**src/rtl/whp_pkg.sv**
```systemverilog
// Package for the WAV header parser: parse phases, chunk tags, error codes
// and the result record. Depends on nothing.
package whp_pkg;

   // Chunk tags as little-endian words
   localparam logic [31:0] TAG_RIFF = 32'h4646_4952;
   localparam logic [31:0] TAG_WAVE = 32'h4556_4157;
   localparam logic [31:0] TAG_FMT  = 32'h2074_6D66;
   localparam logic [31:0] TAG_FACT = 32'h7463_6166;
   localparam logic [31:0] TAG_LIST = 32'h5453_494C;
   localparam logic [31:0] TAG_DATA = 32'h6174_6164;

   localparam logic [31:0] FMT_PCM        = 32'd1;
   localparam logic [31:0] FMT_EXTENSIBLE = 32'd65534;
   localparam logic [31:0] FMT_SIZE_BASE  = 32'd16;
   localparam logic [31:0] FMT_SIZE_MID   = 32'd18;
   localparam logic [31:0] FMT_SIZE_EXT   = 32'd40;
   localparam logic [5:0]  FMT_BASE_LEN   = 6'd16;

   localparam logic [31:0] BITS_8  = 32'd8;
   localparam logic [31:0] BITS_16 = 32'd16;
   localparam logic [31:0] BITS_24 = 32'd24;
   localparam logic [31:0] BITS_32 = 32'd32;

   localparam logic [2:0] MAX_CHANNELS_RESET = 3'd6;

   localparam logic [1:0] STYPE_UINT  = 2'd0;
   localparam logic [1:0] STYPE_SINT  = 2'd1;
   localparam logic [1:0] STYPE_FLOAT = 2'd2;

   localparam logic [3:0] ERR_NONE       = 4'd0;
   localparam logic [3:0] ERR_RIFF_TAG   = 4'd1;
   localparam logic [3:0] ERR_RIFF_SIZE  = 4'd2;
   localparam logic [3:0] ERR_WAVE_TAG   = 4'd3;
   localparam logic [3:0] ERR_FMT_TAG    = 4'd4;
   localparam logic [3:0] ERR_FMT_SIZE   = 4'd5;
   localparam logic [3:0] ERR_FORMAT     = 4'd6;
   localparam logic [3:0] ERR_CHANNELS   = 4'd7;
   localparam logic [3:0] ERR_RATE       = 4'd8;
   localparam logic [3:0] ERR_BITS       = 4'd9;
   localparam logic [3:0] ERR_FACT_SIZE  = 4'd10;
   localparam logic [3:0] ERR_LIST_SIZE  = 4'd11;
   localparam logic [3:0] ERR_CHUNK_TAG  = 4'd12;
   localparam logic [3:0] ERR_DATA_SIZE  = 4'd13;
   localparam logic [3:0] ERR_FLOAT_BITS = 4'd14;

   typedef enum logic [4:0] {
      PH_RIFF_TAG  = 5'd0,
      PH_RIFF_SIZE = 5'd1,
      PH_WAVE_TAG  = 5'd2,
      PH_FMT_TAG   = 5'd3,
      PH_FMT_SIZE  = 5'd4,
      PH_FORMAT    = 5'd5,
      PH_CHANNELS  = 5'd6,
      PH_RATE      = 5'd7,
      PH_BYTERATE  = 5'd8,
      PH_ALIGN     = 5'd9,
      PH_BITS      = 5'd10,
      PH_EXT       = 5'd11,
      PH_TAG_A     = 5'd12,
      PH_FACT_SIZE = 5'd13,
      PH_FACT_SKIP = 5'd14,
      PH_TAG_B     = 5'd15,
      PH_LIST_SIZE = 5'd16,
      PH_LIST_SKIP = 5'd17,
      PH_TAG_C     = 5'd18,
      PH_DATA_SIZE = 5'd19,
      PH_PAYLOAD   = 5'd20,
      PH_DONE      = 5'd21,
      PH_ERROR     = 5'd22
   } phase_type;

   typedef struct packed {
      logic        header_done;
      logic [3:0]  error_code;
      logic        is_payload;
      logic [7:0]  payload_byte;
      logic        last_payload;
      logic [2:0]  num_channels;
      logic [30:0] sample_rate;
      logic [2:0]  bytes_per_sample;
      logic [1:0]  sample_type;
      logic [31:0] data_size;
      logic [31:0] data_offset;
   } rsp_type;

endpackage

```
**src/rtl/wav_header_parser.sv**
```systemverilog
// WAV header parser top level: byte-serial RIFF/WAVE header checks and payload
// pass-through. Depends on whp_pkg.
//
//   channel | valid / ready          | word
//   --------+------------------------+-------------------------------------
//   req     | req_valid / req_ready  | one file byte plus start-of-file flag
//   rsp     | rsp_valid / rsp_ready  | one result per byte: flags + header
//   csr     | csr_valid / csr_ready  | max_channels (always ready)
//
// Parse state and the result word are computed in one pass from the accepted
// byte, then registered; one byte per cycle while the rsp side keeps up.
// The single result register decides the rate: a new byte is taken whenever
// that register is empty or is being drained in the same cycle.
// Reset (synchronous) returns the parser to expecting the RIFF tag and sets
// max_channels to 6. A stalled rsp side holds the result and stalls req.
module wav_header_parser (
   input  logic        clock,
   input  logic        reset,
   input  logic        req_valid,
   output logic        req_ready,
   input  logic [7:0]  req_in_byte,
   input  logic        req_start_of_file,
   output logic        rsp_valid,
   input  logic        rsp_ready,
   output logic        rsp_header_done,
   output logic [3:0]  rsp_error_code,
   output logic        rsp_is_payload,
   output logic [7:0]  rsp_payload_byte,
   output logic        rsp_last_payload,
   output logic [2:0]  rsp_num_channels,
   output logic [30:0] rsp_sample_rate,
   output logic [2:0]  rsp_bytes_per_sample,
   output logic [1:0]  rsp_sample_type,
   output logic [31:0] rsp_data_size,
   output logic [31:0] rsp_data_offset,
   input  logic        csr_valid,
   output logic        csr_ready,
   input  logic [2:0]  csr_max_channels
);
   import whp_pkg::*;

   // Configuration and parse state
   logic [2:0]  max_chan_ff;
   phase_type   phase_ff,   phase_in;
   logic [1:0]  idx_ff,     idx_in;
   logic [31:0] shift_ff,   shift_in;
   logic [31:0] skip_ff,    skip_in;
   logic [31:0] riff_ff,    riff_in;
   logic [5:0]  fmt_ff,     fmt_in;
   logic        float_ff,   float_in;
   logic [2:0]  chan_ff,    chan_in;
   logic [30:0] rate_ff,    rate_in;
   logic [5:0]  bits_ff,    bits_in;
   logic [31:0] payrem_ff,  payrem_in;
   logic [31:0] offset_ff,  offset_in;
   logic [3:0]  err_ff,     err_in;

   // Result register
   logic        rsp_valid_ff;
   rsp_type     rsp_ff, rsp_in;

   // State as seen by this byte (start of file clears it first)
   logic        start;
   phase_type   cur_phase;
   logic [1:0]  cur_idx;
   logic [31:0] cur_shift, cur_skip, cur_riff, cur_payrem, cur_offset;
   logic [5:0]  cur_fmt, cur_bits;
   logic        cur_float;
   logic [2:0]  cur_chan;
   logic [30:0] cur_rate;
   logic [3:0]  cur_err;

   logic        accept;
   logic [31:0] field_word;
   logic        short_field, field_last, field_phase;
   logic [31:0] skip_dec, pay_dec;
   logic        skip_end, pay_end;
   logic        nonpos;
   logic        hdr_done;

   assign accept    = req_valid && req_ready;
   assign req_ready = !rsp_valid_ff || rsp_ready;
   assign csr_ready = 1'b1;

   assign start      = req_start_of_file;
   assign cur_phase  = start ? PH_RIFF_TAG : phase_ff;
   assign cur_idx    = start ? 2'd0  : idx_ff;
   assign cur_shift  = start ? 32'd0 : shift_ff;
   assign cur_skip   = start ? 32'd0 : skip_ff;
   assign cur_riff   = start ? 32'd0 : riff_ff;
   assign cur_fmt    = start ? 6'd0  : fmt_ff;
   assign cur_float  = start ? 1'b0  : float_ff;
   assign cur_chan   = start ? 3'd0  : chan_ff;
   assign cur_rate   = start ? 31'd0 : rate_ff;
   assign cur_bits   = start ? 6'd0  : bits_ff;
   assign cur_payrem = start ? 32'd0 : payrem_ff;
   assign cur_offset = start ? 32'd0 : offset_ff;
   assign cur_err    = start ? ERR_NONE : err_ff;

   // Little-endian field assembly: drop this byte into its lane
   assign field_word = cur_shift | ({24'd0, req_in_byte} << {cur_idx, 3'b000});

   assign short_field = (cur_phase == PH_FORMAT) || (cur_phase == PH_CHANNELS) ||
                        (cur_phase == PH_ALIGN)  || (cur_phase == PH_BITS);
   assign field_last  = short_field ? (cur_idx == 2'd1) : (cur_idx == 2'd3);
   assign field_phase = (cur_phase <= PH_DATA_SIZE) && (cur_phase != PH_EXT) &&
                        (cur_phase != PH_FACT_SKIP) && (cur_phase != PH_LIST_SKIP);

   assign skip_dec = cur_skip - 32'd1;
   assign skip_end = (skip_dec == 32'd0);
   assign pay_dec  = cur_payrem - 32'd1;
   assign pay_end  = (pay_dec == 32'd0);

   // Rate, fact and LIST size fields read as signed: zero or negative is rejected
   assign nonpos = (field_word == 32'd0) || field_word[31];

   // Next state
   always_comb begin
      phase_in  = cur_phase;
      idx_in    = cur_idx;
      shift_in  = cur_shift;
      skip_in   = cur_skip;
      riff_in   = cur_riff;
      fmt_in    = cur_fmt;
      float_in  = cur_float;
      chan_in   = cur_chan;
      rate_in   = cur_rate;
      bits_in   = cur_bits;
      payrem_in = cur_payrem;
      offset_in = cur_offset + 32'd1;
      err_in    = cur_err;
      hdr_done  = 1'b0;

      if (field_phase) begin
         idx_in   = field_last ? 2'd0  : cur_idx + 2'd1;
         shift_in = field_last ? 32'd0 : field_word;
      end

      unique case (cur_phase)
         PH_PAYLOAD: begin
            payrem_in = pay_dec;
            if (pay_end) phase_in = PH_DONE;
         end
         PH_EXT: begin
            skip_in = skip_dec;
            if (skip_end) phase_in = PH_TAG_A;
         end
         PH_FACT_SKIP: begin
            skip_in = skip_dec;
            if (skip_end) phase_in = PH_TAG_B;
         end
         PH_LIST_SKIP: begin
            skip_in = skip_dec;
            if (skip_end) phase_in = PH_TAG_C;
         end
         PH_DONE, PH_ERROR: begin
            // hold: ignore bytes until the next file
         end
         PH_RIFF_TAG: if (field_last) begin
            if (field_word != TAG_RIFF) begin
               err_in = ERR_RIFF_TAG; phase_in = PH_ERROR;
            end else phase_in = PH_RIFF_SIZE;
         end
         PH_RIFF_SIZE: if (field_last) begin
            if (field_word == 32'd0) begin
               err_in = ERR_RIFF_SIZE; phase_in = PH_ERROR;
            end else begin
               riff_in = field_word; phase_in = PH_WAVE_TAG;
            end
         end
         PH_WAVE_TAG: if (field_last) begin
            if (field_word != TAG_WAVE) begin
               err_in = ERR_WAVE_TAG; phase_in = PH_ERROR;
            end else phase_in = PH_FMT_TAG;
         end
         PH_FMT_TAG: if (field_last) begin
            if (field_word != TAG_FMT) begin
               err_in = ERR_FMT_TAG; phase_in = PH_ERROR;
            end else phase_in = PH_FMT_SIZE;
         end
         PH_FMT_SIZE: if (field_last) begin
            if (field_word != FMT_SIZE_BASE && field_word != FMT_SIZE_MID &&
                field_word != FMT_SIZE_EXT) begin
               err_in = ERR_FMT_SIZE; phase_in = PH_ERROR;
            end else begin
               fmt_in = field_word[5:0]; phase_in = PH_FORMAT;
            end
         end
         PH_FORMAT: if (field_last) begin
            if (field_word != FMT_PCM && field_word != FMT_EXTENSIBLE) begin
               err_in = ERR_FORMAT; phase_in = PH_ERROR;
            end else phase_in = PH_CHANNELS;
         end
         PH_CHANNELS: if (field_last) begin
            if (field_word == 32'd0 || field_word > {29'd0, max_chan_ff}) begin
               err_in = ERR_CHANNELS; phase_in = PH_ERROR;
            end else begin
               chan_in = field_word[2:0]; phase_in = PH_RATE;
            end
         end
         PH_RATE: if (field_last) begin
            if (nonpos) begin
               err_in = ERR_RATE; phase_in = PH_ERROR;
            end else begin
               rate_in = field_word[30:0]; phase_in = PH_BYTERATE;
            end
         end
         PH_BYTERATE: if (field_last) phase_in = PH_ALIGN;
         PH_ALIGN:    if (field_last) phase_in = PH_BITS;
         PH_BITS: if (field_last) begin
            if (field_word != BITS_8 && field_word != BITS_16 &&
                field_word != BITS_24 && field_word != BITS_32) begin
               err_in = ERR_BITS; phase_in = PH_ERROR;
            end else begin
               bits_in = field_word[5:0];
               if (cur_fmt > FMT_BASE_LEN) begin
                  skip_in  = {26'd0, cur_fmt - FMT_BASE_LEN};
                  phase_in = PH_EXT;
               end else phase_in = PH_TAG_A;
            end
         end
         PH_TAG_A: if (field_last) begin
            if (field_word == TAG_FACT)      phase_in = PH_FACT_SIZE;
            else if (field_word == TAG_LIST) phase_in = PH_LIST_SIZE;
            else if (field_word == TAG_DATA) phase_in = PH_DATA_SIZE;
            else begin
               err_in = ERR_CHUNK_TAG; phase_in = PH_ERROR;
            end
         end
         PH_FACT_SIZE: if (field_last) begin
            if (nonpos) begin
               err_in = ERR_FACT_SIZE; phase_in = PH_ERROR;
            end else begin
               skip_in  = field_word + {31'd0, field_word[0]};
               float_in = 1'b1;
               phase_in = PH_FACT_SKIP;
            end
         end
         PH_TAG_B: if (field_last) begin
            if (field_word == TAG_LIST)      phase_in = PH_LIST_SIZE;
            else if (field_word == TAG_DATA) phase_in = PH_DATA_SIZE;
            else begin
               err_in = ERR_CHUNK_TAG; phase_in = PH_ERROR;
            end
         end
         PH_LIST_SIZE: if (field_last) begin
            if (nonpos) begin
               err_in = ERR_LIST_SIZE; phase_in = PH_ERROR;
            end else begin
               skip_in  = field_word + {31'd0, field_word[0]};
               phase_in = PH_LIST_SKIP;
            end
         end
         PH_TAG_C: if (field_last) begin
            if (field_word == TAG_DATA) phase_in = PH_DATA_SIZE;
            else begin
               err_in = ERR_CHUNK_TAG; phase_in = PH_ERROR;
            end
         end
         PH_DATA_SIZE: if (field_last) begin
            if (field_word == 32'd0 || field_word > cur_riff) begin
               err_in = ERR_DATA_SIZE; phase_in = PH_ERROR;
            end else if (cur_float && cur_bits != BITS_32[5:0]) begin
               err_in = ERR_FLOAT_BITS; phase_in = PH_ERROR;
            end else begin
               payrem_in = field_word;
               hdr_done  = 1'b1;
               phase_in  = PH_PAYLOAD;
            end
         end
         default: begin
            // hold: unused phase codes never advance
         end
      endcase
   end

   // Result word for this byte
   always_comb begin
      rsp_in            = '0;
      rsp_in.error_code = err_in;
      if (cur_phase == PH_PAYLOAD) begin
         rsp_in.is_payload   = 1'b1;
         rsp_in.payload_byte = req_in_byte;
         rsp_in.last_payload = pay_end;
      end
      if (hdr_done) begin
         rsp_in.header_done      = 1'b1;
         rsp_in.num_channels     = cur_chan;
         rsp_in.sample_rate      = cur_rate;
         rsp_in.bytes_per_sample = cur_bits[5:3];
         rsp_in.sample_type      = cur_float ? STYPE_FLOAT :
                                   (cur_bits > BITS_8[5:0]) ? STYPE_SINT : STYPE_UINT;
         rsp_in.data_size        = field_word;
         rsp_in.data_offset      = offset_in;
      end
   end

   // Configuration register
   always_ff @(posedge clock) begin
      if (reset) begin
         max_chan_ff <= MAX_CHANNELS_RESET;
      end else if (csr_valid && csr_ready) begin
         max_chan_ff <= csr_max_channels;
      end
   end

   // Parse state: advance on every accepted byte
   always_ff @(posedge clock) begin
      if (reset) begin
         phase_ff  <= PH_RIFF_TAG;
         idx_ff    <= 2'd0;
         shift_ff  <= 32'd0;
         skip_ff   <= 32'd0;
         riff_ff   <= 32'd0;
         fmt_ff    <= 6'd0;
         float_ff  <= 1'b0;
         chan_ff   <= 3'd0;
         rate_ff   <= 31'd0;
         bits_ff   <= 6'd0;
         payrem_ff <= 32'd0;
         offset_ff <= 32'd0;
         err_ff    <= ERR_NONE;
      end else if (accept) begin
         phase_ff  <= phase_in;
         idx_ff    <= idx_in;
         shift_ff  <= shift_in;
         skip_ff   <= skip_in;
         riff_ff   <= riff_in;
         fmt_ff    <= fmt_in;
         float_ff  <= float_in;
         chan_ff   <= chan_in;
         rate_ff   <= rate_in;
         bits_ff   <= bits_in;
         payrem_ff <= payrem_in;
         offset_ff <= offset_in;
         err_ff    <= err_in;
      end
   end

   // Result register: load on accept, drop when taken
   always_ff @(posedge clock) begin
      if (reset) begin
         rsp_valid_ff <= 1'b0;
      end else if (accept) begin
         rsp_valid_ff <= 1'b1;
      end else if (rsp_ready) begin
         rsp_valid_ff <= 1'b0;
      end
   end

   always_ff @(posedge clock) begin
      if (accept) begin
         rsp_ff <= rsp_in;
      end
   end

   assign rsp_valid            = rsp_valid_ff;
   assign rsp_header_done      = rsp_ff.header_done;
   assign rsp_error_code       = rsp_ff.error_code;
   assign rsp_is_payload       = rsp_ff.is_payload;
   assign rsp_payload_byte     = rsp_ff.payload_byte;
   assign rsp_last_payload     = rsp_ff.last_payload;
   assign rsp_num_channels     = rsp_ff.num_channels;
   assign rsp_sample_rate      = rsp_ff.sample_rate;
   assign rsp_bytes_per_sample = rsp_ff.bytes_per_sample;
   assign rsp_sample_type      = rsp_ff.sample_type;
   assign rsp_data_size        = rsp_ff.data_size;
   assign rsp_data_offset      = rsp_ff.data_offset;

`ifndef SYNTHESIS
   // A completed header never carries an error
   a_hdr_no_err: assert property (@(posedge clock) disable iff (reset)
      rsp_valid && rsp_header_done |-> rsp_error_code == ERR_NONE)
      else $error("header_done with error code set");

   // Header and payload flags exclude each other
   a_hdr_not_payload: assert property (@(posedge clock) disable iff (reset)
      rsp_valid && rsp_header_done |-> !rsp_is_payload)
      else $error("header_done on a payload byte");

   // Last marker only on payload
   a_last_is_payload: assert property (@(posedge clock) disable iff (reset)
      rsp_valid && rsp_last_payload |-> rsp_is_payload)
      else $error("last_payload outside payload");

   // Error phase always holds a nonzero code
   a_err_latched: assert property (@(posedge clock) disable iff (reset)
      phase_ff == PH_ERROR |-> err_ff != ERR_NONE)
      else $error("error phase without error code");

   // After the last payload byte the parser sits in done
   a_last_to_done: assert property (@(posedge clock) disable iff (reset)
      accept && cur_phase == PH_PAYLOAD && pay_end |=> phase_ff == PH_DONE)
      else $error("parser left payload without reaching done");
`endif

endmodule

```
**config.mk**
```make
export PLATFORM = sky130hd
export DESIGN_NAME = wav_header_parser
export DESIGN_NICKNAME = d
export VERILOG_FILES = /design/src/rtl/whp_pkg.sv /design/src/rtl/wav_header_parser.sv
export SDC_FILE = /design/constraint.sdc
export NUM_CORES = 1
export LEC_CHECK = 0
export CORE_MARGIN = 2
export CORE_UTILIZATION = 35
export DETAILED_ROUTE_END_ITERATION = 12
export DONT_BUFFER_PORTS = 1
export PLACE_DENSITY = 0.61
export SKIP_LAST_GASP = 1
export SYNTH_ARGS = -nofsm -noshare
export SYNTH_HDL_FRONTEND = slang
export SYNTH_SLANG_ARGS = --single-unit
```
**constraint.sdc**
```tcl
create_clock -name clock -period 5.7 [get_ports clock]
set_clock_uncertainty 0.2 [all_clocks]
set_input_delay 0.285 -clock clock [delete_from_list [all_inputs] [get_ports clock]]
set_output_delay 0.285 -clock clock [all_outputs]
set_load 0.005 [all_outputs]
```
# Yosys cells after proc, flatten, opt, wreduce, memory -nomap -nowiden
# Cells that the tools add are included.
# totals
reg_bits,340
# classes
n_lt_le_gt_ge,5
bitwise_logic,2
eq_ne,40
shifts,1
mux,127
addsub,6
n_reduce_logical,27
# ops
operator,count
$mux W32,18
$mux W5,33
$mux W4,32
$mux W31,4
$pmux W5 S21,1
$eq A32 B31 Y1 const B,3
$logic_not A32 Y1,3
$ne A32 B5 Y1 const B,3
$pmux W32 S3,1
$ne A32 B31 Y1 const B,2
$ne A32 B6 Y1 const B,2
$pmux W32 S2,1
$sub A32 B1 Y32 const B,2
$pmux W4 S15,1
$mux W6,8
$eq A5 B4 Y1 const B,8
$add A32 B1 Y32,1
$add A32 B1 Y32 const B,1
$gt A32 B3 Y1,1
$gt A32 B32 Y1,1
$ne A32 B1 Y1 const B,1
$ne A32 B16 Y1 const B,1
$ne A32 B30 Y1 const B,1
$ne A32 B4 Y1 const B,1
other kinds (28),78

# Logic depth before layout (Yosys ltp)
# depth
word_depth,10
ltp_mapped,25
ltp_nobuf,15

# Worst setup path after synthesis
# Ideal clock, no wire load.
# synth_path
path_kind,input to register
startpoint,in rsp_ready
endpoint,reg phase_ff[4]
n_path_buf,3
t_arrival_ps,4987
slack_ps,163
required_time_ps,5150
path_stages,7
path_cell_list,nand2b_1 nand2_1 inv_1 clkbuf_1 clkbuf_1 clkbuf_1 a41oi_1
# synth_via
elab_chain_cells,2
# synth_lines
element,line,rtl
start: declaration,wav_header_parser.sv:24,"input logic rsp_ready,"
$logic_or A1 B1 Y1,wav_header_parser.sv:82,assign req_ready = !rsp_valid_ff || rsp_ready;
$logic_and A1 B1 Y1,wav_header_parser.sv:81,assign accept = req_valid && req_ready;
via accept,wav_header_parser.sv:73,logic accept;
end signal: assignment,wav_header_parser.sv:324,phase_ff <= phase_in;
end: declaration,wav_header_parser.sv:44,"phase_type phase_ff, phase_in;"
# The timed path passes the listed nets, and every way through them passes these cells.
# A chain may end at the register's enable or synchronous reset.

# Final worst setup path
# layout_path
startpoint,reg idx_ff[0]
endpoint,reg payrem_ff[1]
# layout_via
elab_chain_cells,8
word_cells_on_any_way,13
# layout_lines
element,line,rtl
start: declaration,wav_header_parser.sv:45,"logic [1:0] idx_ff, idx_in;"
start signal: assignment,wav_header_parser.sv:325,idx_ff <= idx_in;
$mux W2 *,wav_header_parser.sv:87,assign cur_idx = start ? 2'd0 : idx_ff;
$shl A8 B5 Y32 *,wav_header_parser.sv:101,"assign field_word = cur_shift | ({24'd0, req_in_byte} << {cur_idx, 3'b000});"
$or A32 B32 Y32 *,wav_header_parser.sv:101,
via field_word[17],wav_header_parser.sv:74,logic [31:0] field_word;
$gt A32 B32 Y1 / $logic_not A32 Y1 (equally long branches),wav_header_parser.sv:261,if (field_word == 32'd0 || field_word > cur_riff) begin
$logic_or A1 B1 Y1 *,wav_header_parser.sv:261,
$mux W32 *,wav_header_parser.sv:261,
$mux W32 *,wav_header_parser.sv:260,PH_DATA_SIZE: if (field_last) begin
$pmux W32 S2 *,wav_header_parser.sv:139,unique case (cur_phase)
end signal: assignment,wav_header_parser.sv:334,payrem_ff <= payrem_in;
end: declaration,wav_header_parser.sv:54,"logic [31:0] payrem_ff, payrem_in;"
# Mark *: on every way through the listed nets, which the timed path passes. The rest lies on a longest branch.

==> reports/results.txt <==
CTS Buffer Depth: 3
Post-CTS Hold Fix Bufs: 18
Register area share after synthesis: 38.5%
Pwr Total: 6.05 mW
Number of remaining DRC errors: 0
Pleak: 7.95 nW
Critical Path End Type: register
Area after DPL: 21500 µm²
MaxCap Viol Count: 0
Tot GR Track Use: 26.0%
Synth area leaders: dfxtp_1 (21%), edfxtp_1 (17%), nor2_1 (6.0%)
Die W: 248 µm
DP Worst Slack: 0.598 ns
Mux contribution to synthesized area: 0.856%
YS warnings: 0
Share of cells above drive strength 1: 9.63%
Num ports: 138
CP endpoint: payrem_ff[1]$_SDFFE_PP0P_
Simple-Gate Fraction of Synth Area: 24.5%
GR Util met2: 41.0%
Cell variety after synth: 115
Endpoints failing hold: 0
Gr ovfl total: 0
FF-to-FF Start: idx_ff[0]$_SDFFE_PP0P_
Final instance area: 23100 µm²
Routing usage on met3: 4.88%
Clock Sinks: 340
Per-cell routed wire length: 25.0 µm
Clock root buffer: clkbuf_16
Die H: 248 µm
Crit Path Max Fanout: 23
Final Setup Violations: 0
Register-to-Register Path Depth: 13
Placed Cells: 3165
Hold Path Class: input port to register
Detailed-route wire length: 81.6 mm
Cell Area, Synth: 20800 µm²
Pwr Density: 262 nW/µm²
Primary FF master, synth: dfxtp_1
DR vias: 20.5k
Largest net degree at the start of global routing: 182
Mapped Cells: 2498
Async set-or-reset flop fraction in the synthesized netlist: 0%
Clock slew at reported path FFs: 0.06 ns
H-tree depth: 2
Layout filler cell count: 5911
Crit Path Class: register to register
CTS buffer count: 40
Register bit total from synthesis: 340
Fin crit period: 5.34 ns
Die ar.: 61300 µm²
NetSw: 1.72 mW
Setup TNS: 0 ns
Routability Congestion: 0.983
1st-pass router iterations: 8
First-pass GRT wire length: 122 mm
Status: finished, final reports clean
FP Rows: 89
Most crowded layer after global routing: met2
Max-slew headroom: 27.2%
Share of the synthesized area in the top cell type: 21.4%
Adder-cell area share of the yosys netlist: 2.59%
Fmax achieved: 0.187 GHz
Reg-to-reg endpoint: payrem_ff[1]$_SDFFE_PP0P_
Worst setup startpoint: idx_ff[0]$_SDFFE_PP0P_
Synth Area in Compound Gates: 24.7%
# Post-CTS Setup Buffers: 0
Fin nets: 2512
EDFF count, synth: 118
Min-Delay Startpoint: reset
Area leader, netlist: dfxtp_1
Comb pwr share: 13.1%
Initial DRC Count: 2504
Worst-margin pin slew: 1.09 ns
Post-Synthesis Mean Instance Area: 8.31 µm²
Fin. max-slew vios: 0
Post-Syn Nets: 2558
R2R Setup Slk: 0.36 ns
Layout area overhead: 11.2%
Vias in the first global route: 19.1k
Initial core utilization: 35.3%
Post-CTS Resized: 0
Crit path launch type: register
Worst-skew pair later-pin latency: 0.57 ns
Core area: 58800 µm²
RSZ-0062 raised after global routing: false
Clock Power Share: 43.4%
Critical Path RT: 5.95 ns
Sw frac: 28.4%
Fin cells: 3260
Final setup margin: 0.359 ns
# port buffers: 0
Internal power: 4.34 mW
Main combinational cell family by area after synthesis: compound AO/OA/AOI/OAI gates
Initial antenna violation count: 4
Cell with the most instances after synthesis: nor2_1
Met1 GRT Util: 34.6%
Detail Route Antenna Nets: 0
DPL Wire Length: 55.9 mm
XOR/XNOR Fraction of Synth Area: 3.54%
Worst EP arrival: 5.60 ns
Final Cycle Share: 93.7%
VDD IR-drop max: 0.182 mV
Top post-synthesis cells by count: nor2_1 (330), dfxtp_1 (222), nand2_1 (203)
CTS tree: yes
Via/cell ratio: 6.28
Seq pwr share: 43.5%
[per-layer routing]
metal / share of wire, % / wire length (µm)
met4: 4.8 / 3890
met5: 0.016 / 13
met2: 45 / 36400
met1: 42 / 34200
met3: 8.7 / 7100
[placed cells by master, fill, tap and decap left out, types with 26 or more instances in the layout]
master	n
nor2_1	328
o21ai_0	165
nand4_1	33
a31oi_1	30
clkbuf_16	40
a22oi_1	142
xor2_1	27
dfxtp_1	222
and2_1	66
o211ai_1	26
ha_1	43
xnor2_1	57
a21oi_1	156
nor4_1	37
nor3_1	65
inv_1	41
nand3_1	58
buf_4	87
nor2b_1	42
nand2_1	202
edfxtp_1	118
[final cells by class]
class / count / area (µm²) / area share [%]
Multi-Input combinational cell: 1908 / 11700 / 50.6
Sequential cell: 340 / 7990 / 34.6
Clock buffer: 50 / 1070 / 4.63
Tap cell: 773 / 967 / 4.19
Timing Repair Buffer: 106 / 888 / 3.85
Clock inverter: 23 / 250 / 1.08
Inverter: 56 / 219 / 0.949
Antenna cell: 4 / 10.0 / 0.0434
[flip-flops by register name, summed over array words and instances (netlist names), 8 cells and up]
name,cells
offset_ff,32
payrem_ff,32
riff_ff,32
rsp_data_offset,32
rsp_data_size,32
shift_ff,32
skip_ff,32
rate_ff,31
rsp_sample_rate,31
rsp_payload_byte,8
[stage by stage]
stage	utilization, %	hold slack [ns]
final	39.3	0.0244
after global routing	39.2	0.0795
after CTS	39.2	0.00170
after detailed placement	36.6	0.188
after global placement	36.6	0.181
after floorplan	-	0.211
[power by group through the flow]
stage               clock network (mW)  registers, mW  logic, mW
finish                            2.63           2.63      0.794
global route                      2.76           2.64      0.846
CTS                               2.68           2.63      0.773
detailed placement                   0           2.68      0.715
global placement                     0           2.68      0.711
floorplan                            0           2.66      0.535
[how the worst min path moves through the flow]
stage                                       end  slack, ns  cells past startpoint
detailed placement   payrem_ff[10]$_SDFFE_PP0P_       0.19                      1
global placement    max_chan_ff[0]$_SDFFE_PP0P_       0.18                      1
finish               payrem_ff[10]$_SDFFE_PP0P_       0.02                      2
CTS                    phase_ff[3]$_SDFFE_PP0P_      0.002                      3
floorplan           max_chan_ff[1]$_SDFFE_PP1P_       0.21                      2
global route         payrem_ff[29]$_SDFFE_PP0P_       0.08                      4
[critical path, cell delays in order (launching register included)]
cell and delay [ns]:
dfxtp_1 0.87, and3b_1 0.28, o21ai_0 0.76, inv_1 0.24, ha_1 0.37, nand4_1 0.09
nor4_1 0.24, nand3_1 0.18, or3_1 0.42, o21a_1 0.17, or3_4 0.49, a31oi_2 0.39
nor2_2 0.19, a22o_1 0.31
[kinds of logic after synthesis]
family	after synthesis
compound gates	760
xor+xnor	84
fa+ha+maj	43
buf+inv	250
flops	340
mux	17
other cells	1
simple gates	1003
Note: power is estimated with default switching activity, not from simulation.
